File: config.mk
export PLATFORM = sky130hd
export DESIGN_NAME = priority_interrupt_pending_queue
export DESIGN_NICKNAME = d
export VERILOG_FILES = /design/src/design/pipq_pkg.sv /design/src/design/pipq_mem.sv /design/src/design/pipq_pick.sv /design/src/design/priority_interrupt_pending_queue.sv
export VERILOG_INCLUDE_DIRS = /design/src /design/src/design
export SDC_FILE = /design/constraint.sdc
export NUM_CORES = 1
export LEC_CHECK = 0
export BUFFER_PORTS_ARGS = -buffer_cell sky130_fd_sc_hd__buf_4
export CAP_MARGIN = 20
export CORE_MARGIN = 5
export CORE_UTILIZATION = 50
export CTS_BUF_LIST = sky130_fd_sc_hd__clkbuf_4 sky130_fd_sc_hd__clkbuf_8
export DETAILED_ROUTE_END_ITERATION = 6
export MAX_ROUTING_LAYER = met4
export PLACE_DENSITY = 0.68
export SLEW_MARGIN = 20
export SYNTH_ARGS = -nofsm -noshare
export SYNTH_HDL_FRONTEND = slang
export SYNTH_SLANG_ARGS = --single-unit
File: constraint.sdc
create_clock -name i_clk -period 9.9 [get_ports i_clk]
set_input_delay 1.485 -clock i_clk [delete_from_list [all_inputs] [get_ports i_clk]]
set_output_delay 1.485 -clock i_clk [all_outputs]
set_load 0.005 [all_outputs]
File: src/design/assert_macros.svh
// Assertion macros used by the top-level design file of the pending queue.
`ifndef ASSERT_MACROS_SVH
`define ASSERT_MACROS_SVH

// Check that an expression holds on every clock edge outside reset.
`define CHK_ALWAYS(label, expr, msg) \
    label: assert property (@(posedge i_clk) disable iff (!i_rst_n) (expr)) \
        else $error(msg);

// Check that a consequent holds in the same cycle as its antecedent.
`define CHK_SAME(label, ante, cons, msg) \
    label: assert property (@(posedge i_clk) disable iff (!i_rst_n) (ante) |-> (cons)) \
        else $error(msg);

// Check that a consequent holds in the cycle after its antecedent.
`define CHK_NEXT(label, ante, cons, msg) \
    label: assert property (@(posedge i_clk) disable iff (!i_rst_n) (ante) |=> (cons)) \
        else $error(msg);

`endif

File: src/design/pipq_pkg.sv
// Shared types, codes and defaults of the priority interrupt pending queue.
package pipq_pkg;

    localparam int NUM_LINES_DEF     = 16;
    localparam int QUEUE_DEPTH_DEF   = 16;
    localparam int PRIORITY_BITS_DEF = 4;
    localparam int RESULT_LIMIT      = 16;

    localparam int LINE_W    = 4;
    localparam int ACTION_W  = 2;
    localparam int MASK_W    = 16;
    localparam int PTAB_W    = 64;
    localparam int CFG_IDX_W = 2;
    localparam int CFG_DAT_W = 64;

    localparam logic [ACTION_W-1:0] ACT_CLEAR    = 2'd0;
    localparam logic [ACTION_W-1:0] ACT_RAISE    = 2'd1;
    localparam logic [ACTION_W-1:0] ACT_DISP_ONE = 2'd2;
    localparam logic [ACTION_W-1:0] ACT_DISP_ALL = 2'd3;

    localparam logic [CFG_IDX_W-1:0] CFG_GLOBAL_EN = 2'd0;
    localparam logic [CFG_IDX_W-1:0] CFG_LINE_MASK = 2'd1;
    localparam logic [CFG_IDX_W-1:0] CFG_PRIO_TAB  = 2'd2;

    typedef struct packed {
        logic [ACTION_W-1:0] action;
        logic [LINE_W-1:0]   irq;
    } t_item;

    typedef struct packed {
        logic              dispatched;
        logic [LINE_W-1:0] dispatched_line;
        logic              dropped;
        logic              last;
    } t_result;

endpackage

File: src/design/pipq_mem.sv
// Pending-line storage: one write port, one read port with registered data.
module pipq_mem #(
    parameter int DEPTH = 16,
    parameter int WIDTH = 4,
    localparam int AW   = $clog2(DEPTH)
) (
    input  logic             i_clk,
    input  logic             i_we,
    input  logic [AW-1:0]    i_waddr,
    input  logic [WIDTH-1:0] i_wdata,
    input  logic             i_re,
    input  logic [AW-1:0]    i_raddr,
    output logic [WIDTH-1:0] o_rdata
);

    logic [WIDTH-1:0] r_mem [DEPTH];
    logic [WIDTH-1:0] r_rdata;

    always_ff @(posedge i_clk) begin
        if (i_we) begin
            r_mem[i_waddr] <= i_wdata;
        end
    end

    always_ff @(posedge i_clk) begin
        if (i_re) begin
            r_rdata <= r_mem[i_raddr];
        end
    end

    assign o_rdata = r_rdata;

endmodule

File: src/design/pipq_pick.sv
// Single compare unit: tracks the best eligible entry seen during one scan.
module pipq_pick
    import pipq_pkg::*;
#(
    parameter int NUM_LINES     = NUM_LINES_DEF,
    parameter int PRIORITY_BITS = PRIORITY_BITS_DEF,
    parameter int DEPTH         = QUEUE_DEPTH_DEF,
    localparam int AW           = $clog2(DEPTH)
) (
    input  logic              i_clk,
    input  logic              i_rst_n,
    input  logic              i_init,
    input  logic              i_valid,
    input  logic [LINE_W-1:0] i_line,
    input  logic [AW-1:0]     i_pos,
    input  logic              i_global_en,
    input  logic [MASK_W-1:0] i_line_mask,
    input  logic [PTAB_W-1:0] i_prio_table,
    output logic              o_found,
    output logic [AW-1:0]     o_pos,
    output logic [LINE_W-1:0] o_line
);

    logic                     r_found;
    logic [AW-1:0]            r_pos;
    logic [LINE_W-1:0]        r_line;
    logic [PRIORITY_BITS-1:0] r_pri;

    logic [3:0]               nibble;
    logic [PRIORITY_BITS-1:0] cand_pri;
    logic                     eligible;
    logic                     better;

    always_comb begin
        nibble   = i_prio_table[i_line * 4 +: 4];
        cand_pri = nibble[PRIORITY_BITS-1:0];
        eligible = i_global_en && ({1'b0, i_line} < 5'(NUM_LINES)) && i_line_mask[i_line];
        // strict less-than keeps the earliest arrival on a tie
        better   = eligible && (!r_found || (cand_pri < r_pri));
    end

    always_ff @(posedge i_clk) begin
        if (!i_rst_n) begin
            r_found <= 1'b0;
        end else if (i_init) begin
            r_found <= 1'b0;
        end else if (i_valid && better) begin
            r_found <= 1'b1;
        end
    end

    always_ff @(posedge i_clk) begin
        if (i_valid && better) begin
            r_pos  <= i_pos;
            r_line <= i_line;
            r_pri  <= cand_pri;
        end
    end

    assign o_found = r_found;
    assign o_pos   = r_pos;
    assign o_line  = r_line;

endmodule

File: src/design/priority_interrupt_pending_queue.sv
// Top level of the priority interrupt pending queue: sequencer, registers and checks.
//
// Raised interrupt lines are queued in order of arrival, duplicates allowed, in a
// RAM of QUEUE_DEPTH entries with one write port and one read port. A transaction is
// taken when start is high and busy is low. Clear and raise finish in the accepting
// cycle: busy stays low and the single result appears on the next cycle. A dispatch
// runs a small sequencer around one compare unit: a scan reads every queued entry
// through the RAM read port, one per cycle, keeping the eligible entry with the lowest
// priority (earliest arrival on a tie); a decide cycle follows, then the entries behind
// the winner are moved down one place, one per cycle. Dispatch-all repeats this for
// up to 16 entries. Each result is held on o_result for exactly one cycle under
// o_result_strobe, and the receiver must take it then: there is no back-pressure.
// Results of a dispatch-all appear one per dispatched entry, the final one marked
// last; busy falls in the cycle that shows the last result. Configuration writes are
// always accepted and must only be issued while the block is idle. The RAM needs no
// clearing after reset: only entries below the fill count are ever read.
module priority_interrupt_pending_queue
    import pipq_pkg::*;
#(
    parameter int NUM_LINES     = NUM_LINES_DEF,
    parameter int QUEUE_DEPTH   = QUEUE_DEPTH_DEF,
    parameter int PRIORITY_BITS = PRIORITY_BITS_DEF
) (
    input  logic                 i_clk,
    input  logic                 i_rst_n,
    input  logic                 start,
    output logic                 busy,
    input  t_item                i_item,
    output logic                 o_result_strobe,
    output t_result              o_result,
    input  logic                 i_cfg_valid,
    output logic                 o_cfg_ready,
    input  logic [CFG_IDX_W-1:0] i_cfg_index,
    input  logic [CFG_DAT_W-1:0] i_cfg_data
);

    `include "assert_macros.svh"

    localparam int AW = $clog2(QUEUE_DEPTH);
    localparam int CW = $clog2(QUEUE_DEPTH + 1);
    localparam int NW = $clog2(RESULT_LIMIT + 1);

    localparam logic [1:0] S_IDLE   = 2'd0;
    localparam logic [1:0] S_SCAN   = 2'd1;
    localparam logic [1:0] S_DECIDE = 2'd2;
    localparam logic [1:0] S_REMOVE = 2'd3;

    // configuration registers
    logic              r_global_en;
    logic [MASK_W-1:0] r_line_mask;
    logic [PTAB_W-1:0] r_prio_table;

    // sequencer state
    logic [1:0]        r_state,     n_state;
    logic [CW-1:0]     r_count,     n_count;
    logic [CW-1:0]     r_idx,       n_idx;
    logic              r_all,       n_all;
    logic [NW-1:0]     r_nres,      n_nres;
    logic              r_have_hold, n_have_hold;
    logic [LINE_W-1:0] r_hold_line, n_hold_line;
    logic              r_rd_vld;
    logic [CW-1:0]     r_rd_pos;
    logic              r_strobe,    n_strobe;
    t_result           r_res,       n_res;

    logic              accept;
    logic              issue;
    logic              raise_we;
    logic              rm_we;
    logic [AW-1:0]     rm_addr;
    logic              mem_we;
    logic [AW-1:0]     mem_waddr;
    logic [LINE_W-1:0] mem_wdata;
    logic [LINE_W-1:0] mem_rdata;

    logic              pick_init;
    logic              pick_found;
    logic [AW-1:0]     pick_pos;
    logic [LINE_W-1:0] pick_line;

    assign busy        = (r_state != S_IDLE);
    assign accept      = start && !busy;
    assign o_cfg_ready = 1'b1;

    // one RAM read per cycle while the scan or the close-up still has entries to visit
    assign issue = ((r_state == S_SCAN) || (r_state == S_REMOVE)) && (r_idx < r_count);

    // close-up: each entry read at position k is written back at k - 1
    assign rm_we     = (r_state == S_REMOVE) && r_rd_vld;
    assign rm_addr   = AW'(r_rd_pos - CW'(1));
    assign mem_we    = raise_we || rm_we;
    assign mem_waddr = raise_we ? r_count[AW-1:0] : rm_addr;
    assign mem_wdata = raise_we ? i_item.irq : mem_rdata;

    pipq_mem #(
        .DEPTH (QUEUE_DEPTH),
        .WIDTH (LINE_W)
    ) u_mem (
        .i_clk   (i_clk),
        .i_we    (mem_we),
        .i_waddr (mem_waddr),
        .i_wdata (mem_wdata),
        .i_re    (issue),
        .i_raddr (r_idx[AW-1:0]),
        .o_rdata (mem_rdata)
    );

    pipq_pick #(
        .NUM_LINES     (NUM_LINES),
        .PRIORITY_BITS (PRIORITY_BITS),
        .DEPTH         (QUEUE_DEPTH)
    ) u_pick (
        .i_clk        (i_clk),
        .i_rst_n      (i_rst_n),
        .i_init       (pick_init),
        .i_valid      ((r_state == S_SCAN) && r_rd_vld),
        .i_line       (mem_rdata),
        .i_pos        (r_rd_pos[AW-1:0]),
        .i_global_en  (r_global_en),
        .i_line_mask  (r_line_mask),
        .i_prio_table (r_prio_table),
        .o_found      (pick_found),
        .o_pos        (pick_pos),
        .o_line       (pick_line)
    );

    // Sequencer. A found entry is held back until the next scan, or the end of its
    // close-up, shows whether another follows, so that last is marked on the right result.
    always_comb begin
        n_state     = r_state;
        n_count     = r_count;
        n_idx       = r_idx;
        n_all       = r_all;
        n_nres      = r_nres;
        n_have_hold = r_have_hold;
        n_hold_line = r_hold_line;
        n_strobe    = 1'b0;
        n_res       = r_res;
        pick_init   = 1'b0;
        raise_we    = 1'b0;

        unique case (r_state)
            S_IDLE: begin
                if (accept) begin
                    n_res.dispatched      = 1'b0;
                    n_res.dispatched_line = '0;
                    n_res.dropped         = 1'b0;
                    n_res.last            = 1'b1;
                    unique case (i_item.action) inside
                        ACT_CLEAR: begin
                            n_count  = '0;
                            n_strobe = 1'b1;
                        end
                        ACT_RAISE: begin
                            n_strobe = 1'b1;
                            // lines beyond the implemented set are ignored silently
                            if ({1'b0, i_item.irq} < 5'(NUM_LINES)) begin
                                if (r_count >= CW'(QUEUE_DEPTH)) begin
                                    n_res.dropped = 1'b1;
                                end else begin
                                    raise_we = 1'b1;
                                    n_count  = r_count + CW'(1);
                                end
                            end
                        end
                        ACT_DISP_ONE, ACT_DISP_ALL: begin
                            n_state     = S_SCAN;
                            n_idx       = '0;
                            n_all       = (i_item.action == ACT_DISP_ALL);
                            n_nres      = '0;
                            n_have_hold = 1'b0;
                            pick_init   = 1'b1;
                        end
                    endcase
                end
            end
            S_SCAN: begin
                // advance the read pointer; the last read lands in this cycle
                if (issue) begin
                    n_idx = r_idx + CW'(1);
                end else begin
                    n_state = S_DECIDE;
                end
            end
            S_DECIDE: begin
                if (pick_found) begin
                    // release the previously held entry, not the final one
                    if (r_have_hold) begin
                        n_strobe              = 1'b1;
                        n_res.dispatched      = 1'b1;
                        n_res.dispatched_line = r_hold_line;
                        n_res.dropped         = 1'b0;
                        n_res.last            = 1'b0;
                    end
                    n_have_hold = 1'b1;
                    n_hold_line = pick_line;
                    n_nres      = r_nres + NW'(1);
                    n_idx       = CW'(pick_pos) + CW'(1);
                    n_state     = S_REMOVE;
                end else begin
                    // nothing eligible: close the transaction
                    n_strobe              = 1'b1;
                    n_res.dispatched      = r_have_hold;
                    n_res.dispatched_line = r_have_hold ? r_hold_line : '0;
                    n_res.dropped         = 1'b0;
                    n_res.last            = 1'b1;
                    n_have_hold           = 1'b0;
                    n_state               = S_IDLE;
                end
            end
            S_REMOVE: begin
                if (issue) begin
                    n_idx = r_idx + CW'(1);
                end else begin
                    n_count = r_count - CW'(1);
                    if (!r_all || (r_nres == NW'(RESULT_LIMIT))) begin
                        n_strobe              = 1'b1;
                        n_res.dispatched      = 1'b1;
                        n_res.dispatched_line = r_hold_line;
                        n_res.dropped         = 1'b0;
                        n_res.last            = 1'b1;
                        n_have_hold           = 1'b0;
                        n_state               = S_IDLE;
                    end else begin
                        n_idx     = '0;
                        pick_init = 1'b1;
                        n_state   = S_SCAN;
                    end
                end
            end
        endcase
    end

    always_ff @(posedge i_clk) begin
        if (!i_rst_n) begin
            r_state     <= S_IDLE;
            r_count     <= '0;
            r_idx       <= '0;
            r_all       <= 1'b0;
            r_nres      <= '0;
            r_have_hold <= 1'b0;
            r_rd_vld    <= 1'b0;
            r_strobe    <= 1'b0;
        end else begin
            r_state     <= n_state;
            r_count     <= n_count;
            r_idx       <= n_idx;
            r_all       <= n_all;
            r_nres      <= n_nres;
            r_have_hold <= n_have_hold;
            r_rd_vld    <= issue;
            r_strobe    <= n_strobe;
        end
    end

    // payload: no reset needed
    always_ff @(posedge i_clk) begin
        r_hold_line <= n_hold_line;
        r_rd_pos    <= r_idx;
        r_res       <= n_res;
    end

    // configuration writes; unknown indexes are dropped
    always_ff @(posedge i_clk) begin
        if (!i_rst_n) begin
            r_global_en  <= 1'b1;
            r_line_mask  <= '0;
            r_prio_table <= '0;
        end else if (i_cfg_valid && o_cfg_ready) begin
            unique case (i_cfg_index)
                CFG_GLOBAL_EN: r_global_en  <= i_cfg_data[0];
                CFG_LINE_MASK: r_line_mask  <= i_cfg_data[MASK_W-1:0];
                CFG_PRIO_TAB:  r_prio_table <= i_cfg_data[PTAB_W-1:0];
                default: ;
            endcase
        end
    end

    assign o_result_strobe = r_strobe;
    assign o_result        = r_res;

    `CHK_ALWAYS(a_count_in_range, r_count <= CW'(QUEUE_DEPTH), "fill count beyond queue depth")
    `CHK_ALWAYS(a_result_limit, r_nres <= NW'(RESULT_LIMIT), "too many results for one transaction")
    `CHK_NEXT(a_short_result, accept && (i_item.action == ACT_CLEAR || i_item.action == ACT_RAISE), o_result_strobe && o_result.last, "clear or raise gave no final result")
    `CHK_SAME(a_last_ends_busy, o_result_strobe && o_result.last, !busy, "busy after the final result")
    `CHK_SAME(a_more_keeps_busy, o_result_strobe && !o_result.last, busy, "idle before the final result")

endmodule

== Word-level counts from Yosys, hierarchy flattened ==
Memories as Yosys holds them, arrays and structs flattened. A register that Yosys moved wholly into a read port is not among the register bits.
Index checks and enable logic that the tools add are counted.
Cells by class
  multiplexer cells: 58
  bitwise operators: 1
  div/mod/pow operators: 0
  shift operators: 1
  multiply operators: 0
  $add $sub $neg: 6
  equal/unequal tests: 20
  reduce and logical (&&, ||, !) cells: 35
  $lt $le $gt $ge: 4
Operators with widths (number)
  $shiftx 64x7->4: 1
  $mux 5: 10
  $mux 7: 5
  $pmux 5 s2: 3
  $mux 1: 25
  $pmux 7 s3: 1
  $pmux 5 s4: 1
  $reduce_and 5->1: 4
  $add 5x1->5 const B: 3
  $mux 4: 3
  $ne 3x3->1 const B: 4
  $eq 2x2->1 const B: 5
  $mux 2: 5
  $ne 2x2->1 const B: 4
  $pmux 2 s4: 1
  $reduce_and 2->1: 4
  $reduce_and 4->1: 2
  $logic_and 1x1->1: 7
  $eq 2x1->1 const B: 3
  $logic_not 2->1: 3
  $ne 2x1->1 const B: 3
  $pmux 1 s3: 2
  $reduce_bool 2->1: 3
  $reduce_or 2->1: 3
  15 further kinds: 20
Word-level totals
  bits in read-only memories: 0
  output and inout bits: 10
  bits of input ports: 76
  logic and storage cells: 147
  memories kept: 1
  latch bits: 0
  bits in registers: 130
  RAM bits: 64
Memories
  u_mem.r_mem: depth 16, width 4, read ports 1, clocked after Yosys merged registers in 1, write ports 1, line pipq_mem.sv:16  | logic [WIDTH-1:0] r_mem [DEPTH];

== Longest topological paths before layout ==
Gate-level depths: netlist (run 1).
  depth in word-level cells: 8
  gate-level depth with buffers: 9
  gate-level depth less buffers: 8

== By module ==
From an unflattened synthesis (run 1), not the netlist that was laid out.
Second synthesis, totals
  cell total of the unflattened synthesis: 804
  area total of the unflattened synthesis: 8858.5 um^2
By module, submodules not included
  priority_interrupt_pending_queue: area an instance 5007.3 um^2, times used 1, sequential area each 2452.4 um^2, cells an instance 605
  pipq_mem: area an instance 2706.3 um^2, times used 1, sequential area each 2042.0 um^2, cells an instance 130
  pipq_pick: area an instance 1144.8 um^2, times used 1, sequential area each 380.4 um^2, cells an instance 69

== Worst setup path before layout (run 1) ==
No wires, ideal clock.
  kind: reg-to-reg
  start: reg u_mem.r_rdata[0] (netlist: u_mem.o_rdata[0]) (read register of u_mem.r_mem)
  end: reg u_pick.r_line[0] (netlist: u_pick.o_line[0]) (enable)
  period minus slack after synthesis: 3481 ps
  stages on the path, launching flop included: 9
  data arrival time: 3096 ps
  library setup time: 385 ps
  data required time: 9515 ps
  path buffers: 2
  slack: 6419 ps
  path through: edfxtp_1 > buf_4 > buf_2 > mux4_2 > mux4_2 > ha_1 > a21oi_1 > o21ai_0 > a21oi_1
Between the ends
  word-level cells in the longest chain between the ends: 5
  elaborated cells on any way between the ends: 8
  classes of those cells: 1 x order compare; 1 x shift; 2 x mux; 4 x reduce/logical
Ends and longest elaborated chain
  start, declared: line pipq_mem.sv:17  | logic [WIDTH-1:0] r_rdata;
  $shiftx 64x7->4: line pipq_pick.sv:35  | nibble = i_prio_table[i_line * 4 +: 4];
  net u_pick.cand_pri[3]: line pipq_pick.sv:30  | logic [PRIORITY_BITS-1:0] cand_pri;
  $lt 4x4->1: line pipq_pick.sv:39  | better = eligible && (!r_found || (cand_pri < r_pri));
  $logic_or 1x1->1: line pipq_pick.sv:39
  $logic_and 1x1->1: line pipq_pick.sv:39
  $logic_and 1x1->1: line pipq_pick.sv:53  | if (i_valid && better) begin
  end signal, assigned: line pipq_pick.sv:55  | r_line <= i_line;
  end, declared: line pipq_pick.sv:26  | logic [LINE_W-1:0] r_line;
The timed path passes the listed nets, and every way through them passes these cells. The select of a mux whose other input is x is not followed.
A chain may end at the register's enable or synchronous reset.

== Final worst setup path (run 1) ==
  start: reg u_mem.r_rdata[0] (netlist: u_mem.o_rdata[0]) (read register of u_mem.r_mem)
  end: reg u_pick.r_pos[0] (netlist: u_pick.o_pos[0]) (enable)
Between the ends
  word-level cells in the longest chain between the ends: 5
  elaborated cells on any way between the ends: 8
  classes of those cells: 1 x order compare; 1 x shift; 2 x mux; 4 x reduce/logical
Ends and longest elaborated chain
  $shiftx 64x7->4: line pipq_pick.sv:35
  net u_pick.cand_pri[3]: line pipq_pick.sv:30
  $lt 4x4->1: line pipq_pick.sv:39
  $logic_or 1x1->1: line pipq_pick.sv:39
  $logic_and 1x1->1: line pipq_pick.sv:39
  $logic_and 1x1->1: line pipq_pick.sv:53
  end signal, assigned: line pipq_pick.sv:54  | r_pos <= i_pos;
  end, declared: line pipq_pick.sv:25  | logic [AW-1:0] r_pos;
The timed path passes the listed nets, and every way through them passes these cells. The select of a mux whose other input is x is not followed.

==> reports/metrics.cfg, run 1 <==
[flow_run]
cap_violations=0

[sta]
period_share=0.397
finalSetupViolCount=0
clock_skew_ps=15.4
hold_viol_final=0
worstMarginPinSlew_ps=1050
clock.fmax_ghz=0.255
min_period_ps=3930
drv_slew=0
worst_slew_margin_rel=0.300
finalSetupTns_ps=0
rsz0062_at_grt=no

[floorplan]
die_w_um=141
initial_core_util=0.504
io_pins=86
die_h_um=141
core_um2=17100
dieArea_um2=19900
rows=48

[synth]
synth_flop_cell=dfxtp_1
synth_edf_count=91
syn_nets=881
synthAdderAreaFrac=0.0262
postSynthCellCount=787
seq_area_frac_synth=0.567
synth.distinct_cells=51
synth_top_family_by_area=simple AND/OR/NAND/NOR gates
avgSynthCellArea_um2=10.9
synth_simple_gate_area_frac=0.144
ys_ff_latch=198
async_flop_share=0
synth_xor_area_frac=0.00815
ys_warn_count=0
synth_mux_area_frac=0.121
synth_compound_area_frac=0.101
syn_area_um2=8590

[setup_path]
cp.arrival_ps=4100
max_stage_delay_ps=820
rr_endpoint=u_pick.o_pos[0]$_DFFE_PP_
crit_required_ps=10070
critical-path-slowest-cell=edfxtp_1
cp_max_fo=13
path_class=reg -> reg
end_kind=flop
reg2regPathDepth=8
r2r_slack_ps=5970
startpoint_type=flop
cp_cell_sequence=buf_4 -> mux4_2 -> mux4_2 -> ha_1 -> a21oi_1 -> o21ai_0 -> a21oi_1 -> buf_2
r2r_start=u_mem.o_rdata[0]$_DFFE_PN_

[cells_and_area]
layout_common_cells=nand2_1, dfxtp_1, a21oi_1, edfxtp_1, buf_4
stdcell_count=1089
layout_commonest_cell=nand2_1
fillers=1464
drive_gt1_frac=0.205
nNetsFinal=945
area_growth_pct=13.5
antenna_cells=0

[route]
wl_met1_mm=8.45
route.detailed.drc=0
ant_nets=0
routed_wl_mm=19.3
wire_per_inst_um=17.7
drt-pass1-iter-count=6
top_layer_used=met4
via_count=5993
met2_length_mm=9.56
first_iter_violations=487
met3_length_mm=1.13
viasPerCell=5.50

[clock_tree]
holdBufCountCts=0
cts_inserted_buffers=17
ctsResizeCount=0
cts.sinks=198
clockBufferDepth=2
clk_latency_ps=470
cts_root_buffer=clkbuf_8
htree_num_levels=4
clkSlewWorstSetupHoldPaths_ps=90
cts_setup_buffers=0
cts_tree=built

[min_path]
min_path_type=reg -> reg
holdPathEnd=r_hold_line[2]$_DFFE_PP_
hp-start=u_pick.o_line[2]$_DFFE_PP_
hold_depth=0

[placement]
routabilityCongestion=0.846
portBuffers=84
dp_hpwl_mm=13.7
placed_cells=1056

[power]
power_mw=1.83
p_leak_nw=3.45
power_density_nw_per_um2=187
peakVddDrop_mv=0.111

[grt]
grt_max_degree=92
grt_overflow=0
first_global_vias=5931
grt_pass1_wl_mm=31.0
antenna_found_initial=0
track_usage=0.205

[outcome]
status=finished clean

[where the power goes]
part           internal (mW)  switching (mW)
registers              0.917          0.0408
clock network          0.233           0.277
logic                  0.158           0.203
total                   1.31           0.521
[cells by family after synthesis]
family,count (synthesis)
muxes,51
buffers and inverters,68
adders and majority gates,18
AOI/OAI and AO/OA,150
xor gates and xnor gates,8
DFF,198
and+or+nand+nor,293
other,1
[critical path, delay by kind of cell, from the launching register on]
| family | cells | cell delay [ps] |
|---|---|---|
| buffers and inverters | 2 | 660 |
| flip-flops | 1 | 820 |
| AO/OA/AOI/OAI | 3 | 770 |
| adder cells (fa/ha/maj) | 1 | 330 |
| multiplexers | 2 | 1030 |
[stage by stage]
step            util  setup WS [ps]  hold WS [ps]  area (um2)
3_3_place_gp   0.549           5910           414        9360
4_1_cts        0.572           5760           428        9750
2_1_floorplan      -           6420           353        8590
3_5_place_dp   0.549           5760           407        9370
6_report       0.572           5970           427        9750
5_1_grt        0.572           5780           451        9750
[how the worst max path moves through the flow]
| stage | startpoint | endpoint | slack (ps) |
|---|---|---|---|
| final | u_mem.o_rdata[0]$_DFFE_PN_ | u_pick.o_pos[0]$_DFFE_PP_ | 5970 |
| after global routing | u_mem.o_rdata[0]$_DFFE_PN_ | u_pick.r_pri[0]$_DFFE_PP_ | 5780 |
| after CTS | u_mem.o_rdata[0]$_DFFE_PN_ | u_pick.o_pos[0]$_DFFE_PP_ | 5760 |
| after detailed placement | u_mem.o_rdata[0]$_DFFE_PN_ | u_pick.o_pos[0]$_DFFE_PP_ | 5760 |
| after global placement | i_item[5] | u_mem.r_mem[2][0]$_DFFE_PP_ | 5910 |
| after floorplan | u_mem.o_rdata[0]$_DFFE_PN_ | u_pick.o_line[0]$_DFFE_PP_ | 6420 |
[state kept, by name, indices dropped and copies added, names as in the netlist]
register and count:
u_pick.o_pos 4, r_rd_pos 4, o_result 7, o_result_strobe 1, r_line_mask 16, r_hold_line 4
r_count 5, r_prio_table 64, u_mem.r_mem 64, r_state 2, u_pick.r_pri 4, u_pick.o_found 1
r_nres 5, r_have_hold 1, r_global_en 1, u_mem.o_rdata 4, r_all 1, u_pick.o_line 4
r_rd_vld 1, r_idx 5
[layout make-up]
cell class,count,area (um2),share of cell area
timing repair buffer,90,673,0.0690
multi-input combinational,521,3450,0.354
sequential,198,4870,0.500
clock inverter,12,126,0.0130
tap,225,282,0.0289
inverter,23,86.3,0.00885
clock buffer,20,256,0.0263
[per-layer routing]
layer | track usage | up-vias
met5 | - | -
met4 | 0.0408 | 0
met3 | 0.0512 | 14
met2 | 0.330 | 169
met1 | 0.266 | 2897
li1 | - | 2913
[Yosys cell counts, types with 2 or more instances]
cell type    n  area share
a211oi_1     4      0.0035
a21o_1       5      0.0044
a21oi_1    101       0.059
a311oi_1     2      0.0020
a31oi_1      5      0.0036
and3_1       2      0.0015
buf_1        5      0.0022
buf_2        4      0.0023
buf_4        3      0.0026
clkbuf_1    33       0.014
dfxtp_1    107        0.25
edfxtp_1    91        0.32
ha_1        18       0.026
inv_1       23       0.010
mux2i_1      8      0.0093
mux4_2      42        0.11
nand2_1    198       0.086
nand2b_1     6      0.0044
nand3_1      8      0.0047
nand3b_1     4      0.0035
nand4_1      5      0.0036
nor2_1      37       0.016
nor2b_1      9      0.0066
nor3_1       8      0.0047
o21a_1       5      0.0044
o21ai_0     10      0.0058
o221a_2      2      0.0026
o22ai_1      2      0.0015
o2bb2ai_1    2      0.0020
o311ai_0     2      0.0020
or2_2        6      0.0044
or3_1        4      0.0029
or3b_1       2      0.0020
xnor2_1      3      0.0031
xor2_1       5      0.0051
(Power assumes the default switching activity.)
==> inputs of run 2 (changes only) <==
==> constraint.sdc (replaced) <==
create_clock -name i_clk -period 3.68 [get_ports i_clk]
set_input_delay 0.552 -clock i_clk [delete_from_list [all_inputs] [get_ports i_clk]]
set_output_delay 0.552 -clock i_clk [all_outputs]
set_load 0.005 [all_outputs]
==> run 2 against run 1 <==
Sequential power increased to 2.7 times the previous value; register-to-register slack got worse by 5600 ps; first-iteration DRC count increased by 33%; sequential cell count unchanged; die area unchanged; critical endpoint is now u_pick.o_line[3]$_DFFE_PP_; utilization increased by 0.73 points; non-clock buffer count increased by 6; cell count increased by 0.55%; clock power increased to 3.1 times the previous value; sequential share of layout area decreased by 0.63 points.
==> reports/metrics.cfg, run 2 (synthesis gave the netlist of run 1 again) <==
[setup_path]
cp_cell_sequence=mux4_2 -> mux4_2 -> ha_1 -> a21oi_1 -> o21ai_0 -> a21oi_1 -> buf_4
end_kind=flop
r2r_start=u_mem.o_rdata[0]$_DFFE_PN_
cp_top_family=multiplexers
path_class=reg -> reg
r2r_slack_ps=330
rr_endpoint=u_pick.o_line[3]$_DFFE_PP_
path_buf_inv=1
max_stage_delay_ps=910
reg2regPathDepth=7
cp.arrival_ps=3540
crit_required_ps=3870
startpoint_type=flop
critical-path-slowest-cell=edfxtp_1
cp_max_fo=16

[grt]
grt_max_degree=92
track_usage=0.207
first_global_vias=5940
grt_pass1_wl_mm=31.3
antenna_found_initial=0
grt_overflow=0

[power]
internal_power_mw=3.69
clkPwrFrac=0.307
switching_share=0.281
combPwrFrac=0.193
seqPwrFrac=0.500
power_density_nw_per_um2=519
p_leak_nw=3.53
power_switching_mw=1.44
peakVddDrop_mv=0.328
power_mw=5.13

[clock_tree]
holdBufCountCts=0
cts.sinks=198
clockBufferDepth=2
cts_root_buffer=clkbuf_8
cts_inserted_buffers=17
ctsResizeCount=0
clk_latency_ps=470
htree_num_levels=4
cts_setup_buffers=0
cts_tree=built
clkSlewWorstSetupHoldPaths_ps=100

[sta]
drv_slew=0
clock.fmax_ghz=0.298
worstMarginPinSlew_ps=982
finalSetupTns_ps=0
min_period_ps=3350
hold_viol_final=0
clock_skew_ps=18.9
worst_slew_margin_rel=0.343
rsz0062_at_grt=no
period_share=0.911
finalSetupViolCount=0

[floorplan]
core_um2=17100
initial_core_util=0.504
die_w_um=141
io_pins=86
die_h_um=141
dieArea_um2=19900
rows=48

[route]
wire_per_inst_um=17.8
via_count=6084
viasPerCell=5.56
route.detailed.drc=0
routed_wl_mm=19.5
ant_nets=0
drt-pass1-iter-count=6
first_iter_violations=650

[placement]
dp_hpwl_mm=14.3
placed_area_um2=9410
portBuffers=84
routabilityCongestion=0.971

[outcome]
status=finished clean

[cells_and_area]
layout_common_cells=nand2_1, dfxtp_1, a21oi_1, buf_4, edfxtp_1
area_growth_pct=14.9
top_regs=r_prio_table x64, u_mem.r_mem x64, r_line_mask x16
stdcell_area_um2=9880
antenna_cells=0
nNetsFinal=951
drive_gt1_frac=0.211
layout_commonest_cell=nand2_1

[min_path]
hold_depth=3
min_path_type=in -> reg
holdPathEnd=r_prio_table[49]$_SDFFE_PN0P_
hp-start=i_cfg_data[49]

[flow_run]
cap_violations=0

run 2: stage by stage:
step	cells	utilization	setup WS [ps]	hold slack [ps]
floorplan	787	-	199	353
global placement	1063	0.552	480	419
detailed placement	1063	0.552	332	406
CTS	1095	0.579	300	291
global route	1095	0.579	140	285
finish	1095	0.579	329	314
run 2: worst max path at each step:
stage / start / end / slack (ps) / cells past startpoint
after floorplan: u_mem.o_rdata[0]$_DFFE_PN_ / u_pick.o_line[0]$_DFFE_PP_ / 200 / 8
after detailed placement: u_mem.o_rdata[0]$_DFFE_PN_ / u_pick.o_pos[3]$_DFFE_PP_ / 330 / 7
final: u_mem.o_rdata[0]$_DFFE_PN_ / u_pick.o_line[3]$_DFFE_PP_ / 330 / 7
after CTS: u_mem.o_rdata[0]$_DFFE_PN_ / u_pick.o_line[3]$_DFFE_PP_ / 300 / 7
after global placement: u_mem.o_rdata[0]$_DFFE_PN_ / u_pick.o_pos[0]$_DFFE_PP_ / 480 / 7
after global routing: u_mem.o_rdata[0]$_DFFE_PN_ / u_pick.o_line[0]$_DFFE_PP_ / 140 / 7
run 2: worst reg2reg max path, cell delays in order, from the launching register on:
cell,delay (ps)
edfxtp_1,910
mux4_2,610
mux4_2,500
ha_1,330
a21oi_1,180
o21ai_0,120
a21oi_1,210
buf_4,200
run 2: final cells by class:
class	count	area [um2]
Fill cell	1415	7180
Clock inverter	13	209
Timing Repair Buffer	96	721
Sequential cell	198	4870
Clock buffer	19	255
Inverter	23	86.3
Multi-Input combinational cell	521	3450
Tap cell	225	282
run 2: per-layer routing:
metal	wire length [um]	share of wire	vias to the layer above	global-route usage
li1	-	-	2928	-
met1	8660	0.44	2939	0.284
met2	9210	0.47	191	0.313
met3	1250	0.064	26	0.0455
met4	358	0.018	0	0.0617
met5	0	0	-	-
run 2: power by group through the flow:
stage / Combinational (mW) / Sequential (mW) / Clock (mW)
finish: 0.991 / 2.56 / 1.57
global route: 1.10 / 2.58 / 1.70
CTS: 0.996 / 2.56 / 1.60
detailed placement: 0.992 / 2.62 / 0
global placement: 0.962 / 2.61 / 0
floorplan: 0.677 / 2.57 / 0
==> inputs of run 3 (changes only) <==
==> constraint.sdc (replaced) <==
create_clock -name i_clk -period 3.5 [get_ports i_clk]
set_input_delay 0.525 -clock i_clk [delete_from_list [all_inputs] [get_ports i_clk]]
set_output_delay 0.525 -clock i_clk [all_outputs]
set_load 0.01 [all_outputs]
==> run 3 against run 2 <==
Sequential cell count did not move; maximum frequency increased by 12%; sequential share of layout area rose by 0.24 points; worst setup slack better by 180 ps; utilization shrank 0.28 points; clock power decreased by 3%; critical path type unchanged; critical endpoint is now u_pick.o_pos[2]$_DFFE_PP_; largest cell class unchanged; largest power group unchanged; highest routed layer unchanged.
==> reports/metrics.cfg, run 3 (synthesis gave the netlist of run 1 again) <==
[clock_tree]
cts_root_buffer=clkbuf_8
clkSlewWorstSetupHoldPaths_ps=100
htree_num_levels=4
clk_latency_ps=470
clockBufferDepth=2
ctsResizeCount=0
cts.sinks=198
cts_inserted_buffers=17
cts_setup_buffers=0
holdBufCountCts=0
cts_tree=built

[route]
via_count=6195
wire_per_inst_um=17.7
first_iter_violations=599
viasPerCell=5.67
drt-pass1-iter-count=6
route.detailed.drc=0
routed_wl_mm=19.4
ant_nets=0

[sta]
period_share=0.853
finalSetupTns_ps=0
clock_skew_ps=10.5
worstMarginPinSlew_ps=1100
finalSetupViolCount=0
min_period_ps=2990
fin_ws_ps=513
hold_viol_final=0
worst_slew_margin_rel=0.262
holdWs_ps=291
clock.fmax_ghz=0.335
rsz0062_at_grt=no
drv_slew=0

[power]
power_density_nw_per_um2=537
p_leak_nw=3.50
internal_power_mw=3.72
switching_share=0.296
power_mw=5.28
clkPwrFrac=0.289
seqPwrFrac=0.509
power_switching_mw=1.56
peakVddDrop_mv=0.380
combPwrFrac=0.202

[cells_and_area]
layout_common_cells=nand2_1, dfxtp_1, a21oi_1, buf_4, edfxtp_1
top_regs=r_prio_table x64, u_mem.r_mem x64, r_line_mask x16
layout_commonest_cell=nand2_1
area_growth_pct=14.4
nNetsFinal=949
drive_gt1_frac=0.209
antenna_cells=0

[floorplan]
die_w_um=141
rows=48
die_h_um=141
io_pins=86
core_um2=17100
initial_core_util=0.504
dieArea_um2=19900

[outcome]
status=finished clean

[setup_path]
startpoint_type=flop
cp.arrival_ps=3170
end_kind=flop
crit_required_ps=3690
cp_max_fo=12
path_class=reg -> reg

[flow_run]
cap_violations=0

[grt]
first_global_vias=6132
track_usage=0.206
grt_pass1_wl_mm=31.4
antenna_found_initial=0
grt_max_degree=92
grt_overflow=0

[placement]
dp_hpwl_mm=14.0
portBuffers=84
routabilityCongestion=0.881
pre_cts_ws_ps=509

[min_path]
min_path_type=in -> reg

run 3: cell count changes in the layout (fill, tap and decap cells not counted), sizes merged:
cell	change
buf	-2
inv	+1
bufinv	-2
clkinvlp	+1
clkinv	+2
clkbuf	-2
run 3: worst paths after layout:
| path | startpoint | endpoint | slack, ps | depth (start not counted) |
|---|---|---|---|---|
| setup / recovery | u_mem.o_rdata[1]$_DFFE_PN_ | u_pick.o_pos[2]$_DFFE_PP_ | 510 | 8 |
| setup reg to reg | u_mem.o_rdata[1]$_DFFE_PN_ | u_pick.o_pos[2]$_DFFE_PP_ | 510 | 8 |
| hold reg to reg | u_pick.o_line[0]$_DFFE_PP_ | r_hold_line[0]$_DFFE_PP_ | 430 | 0 |
| hold / removal | i_cfg_data[44] | r_prio_table[44]$_SDFFE_PN0P_ | 290 | 3 |
run 3: worst max-delay path, cell delays in order (launching register included):
cell      delay (ps)
edfxtp_1         650
buf_4            250
mux4_2           340
mux4_2           500
ha_1             310
a31oi_1          140
o21ai_0          110
a21oi_1          200
buf_4            200
run 3: power groups by stage:
| stage | combinational, mW | clock [mW] | sequential (mW) |
|---|---|---|---|
| floorplan | 0.714 | 0 | 2.72 |
| global placement | 1.04 | 0 | 2.73 |
| detailed placement | 1.07 | 0 | 2.74 |
| CTS | 1.07 | 1.55 | 2.69 |
| global route | 1.17 | 1.66 | 2.70 |
| finish | 1.07 | 1.52 | 2.69 |
run 3: layer usage:
metal / GRT usage / wire (um) / share of wire
met1: 0.272 / 8270 / 0.43
met2: 0.330 / 9520 / 0.49
met3: 0.0387 / 1400 / 0.072
met4: 0.0530 / 203 / 0.010
met5: - / 0 / 0
run 3: cell type report:
class	instances	area, um2
Clock inverter	15	185
Sequential cell	198	4870
Multi-Input combinational cell	521	3450
Inverter	23	86.3
Timing Repair Buffer	94	718
Fill cell	1448	7230
Clock buffer	17	234
Tap cell	225	282
run 3: stage by stage:
step	instance area, um2	utilization	std cells
floorplan	8590	-	787
detailed placement	9410	0.552	1061
global route	9830	0.576	1093
global placement	9410	0.552	1061
CTS	9830	0.576	1093
finish	9830	0.576	1093
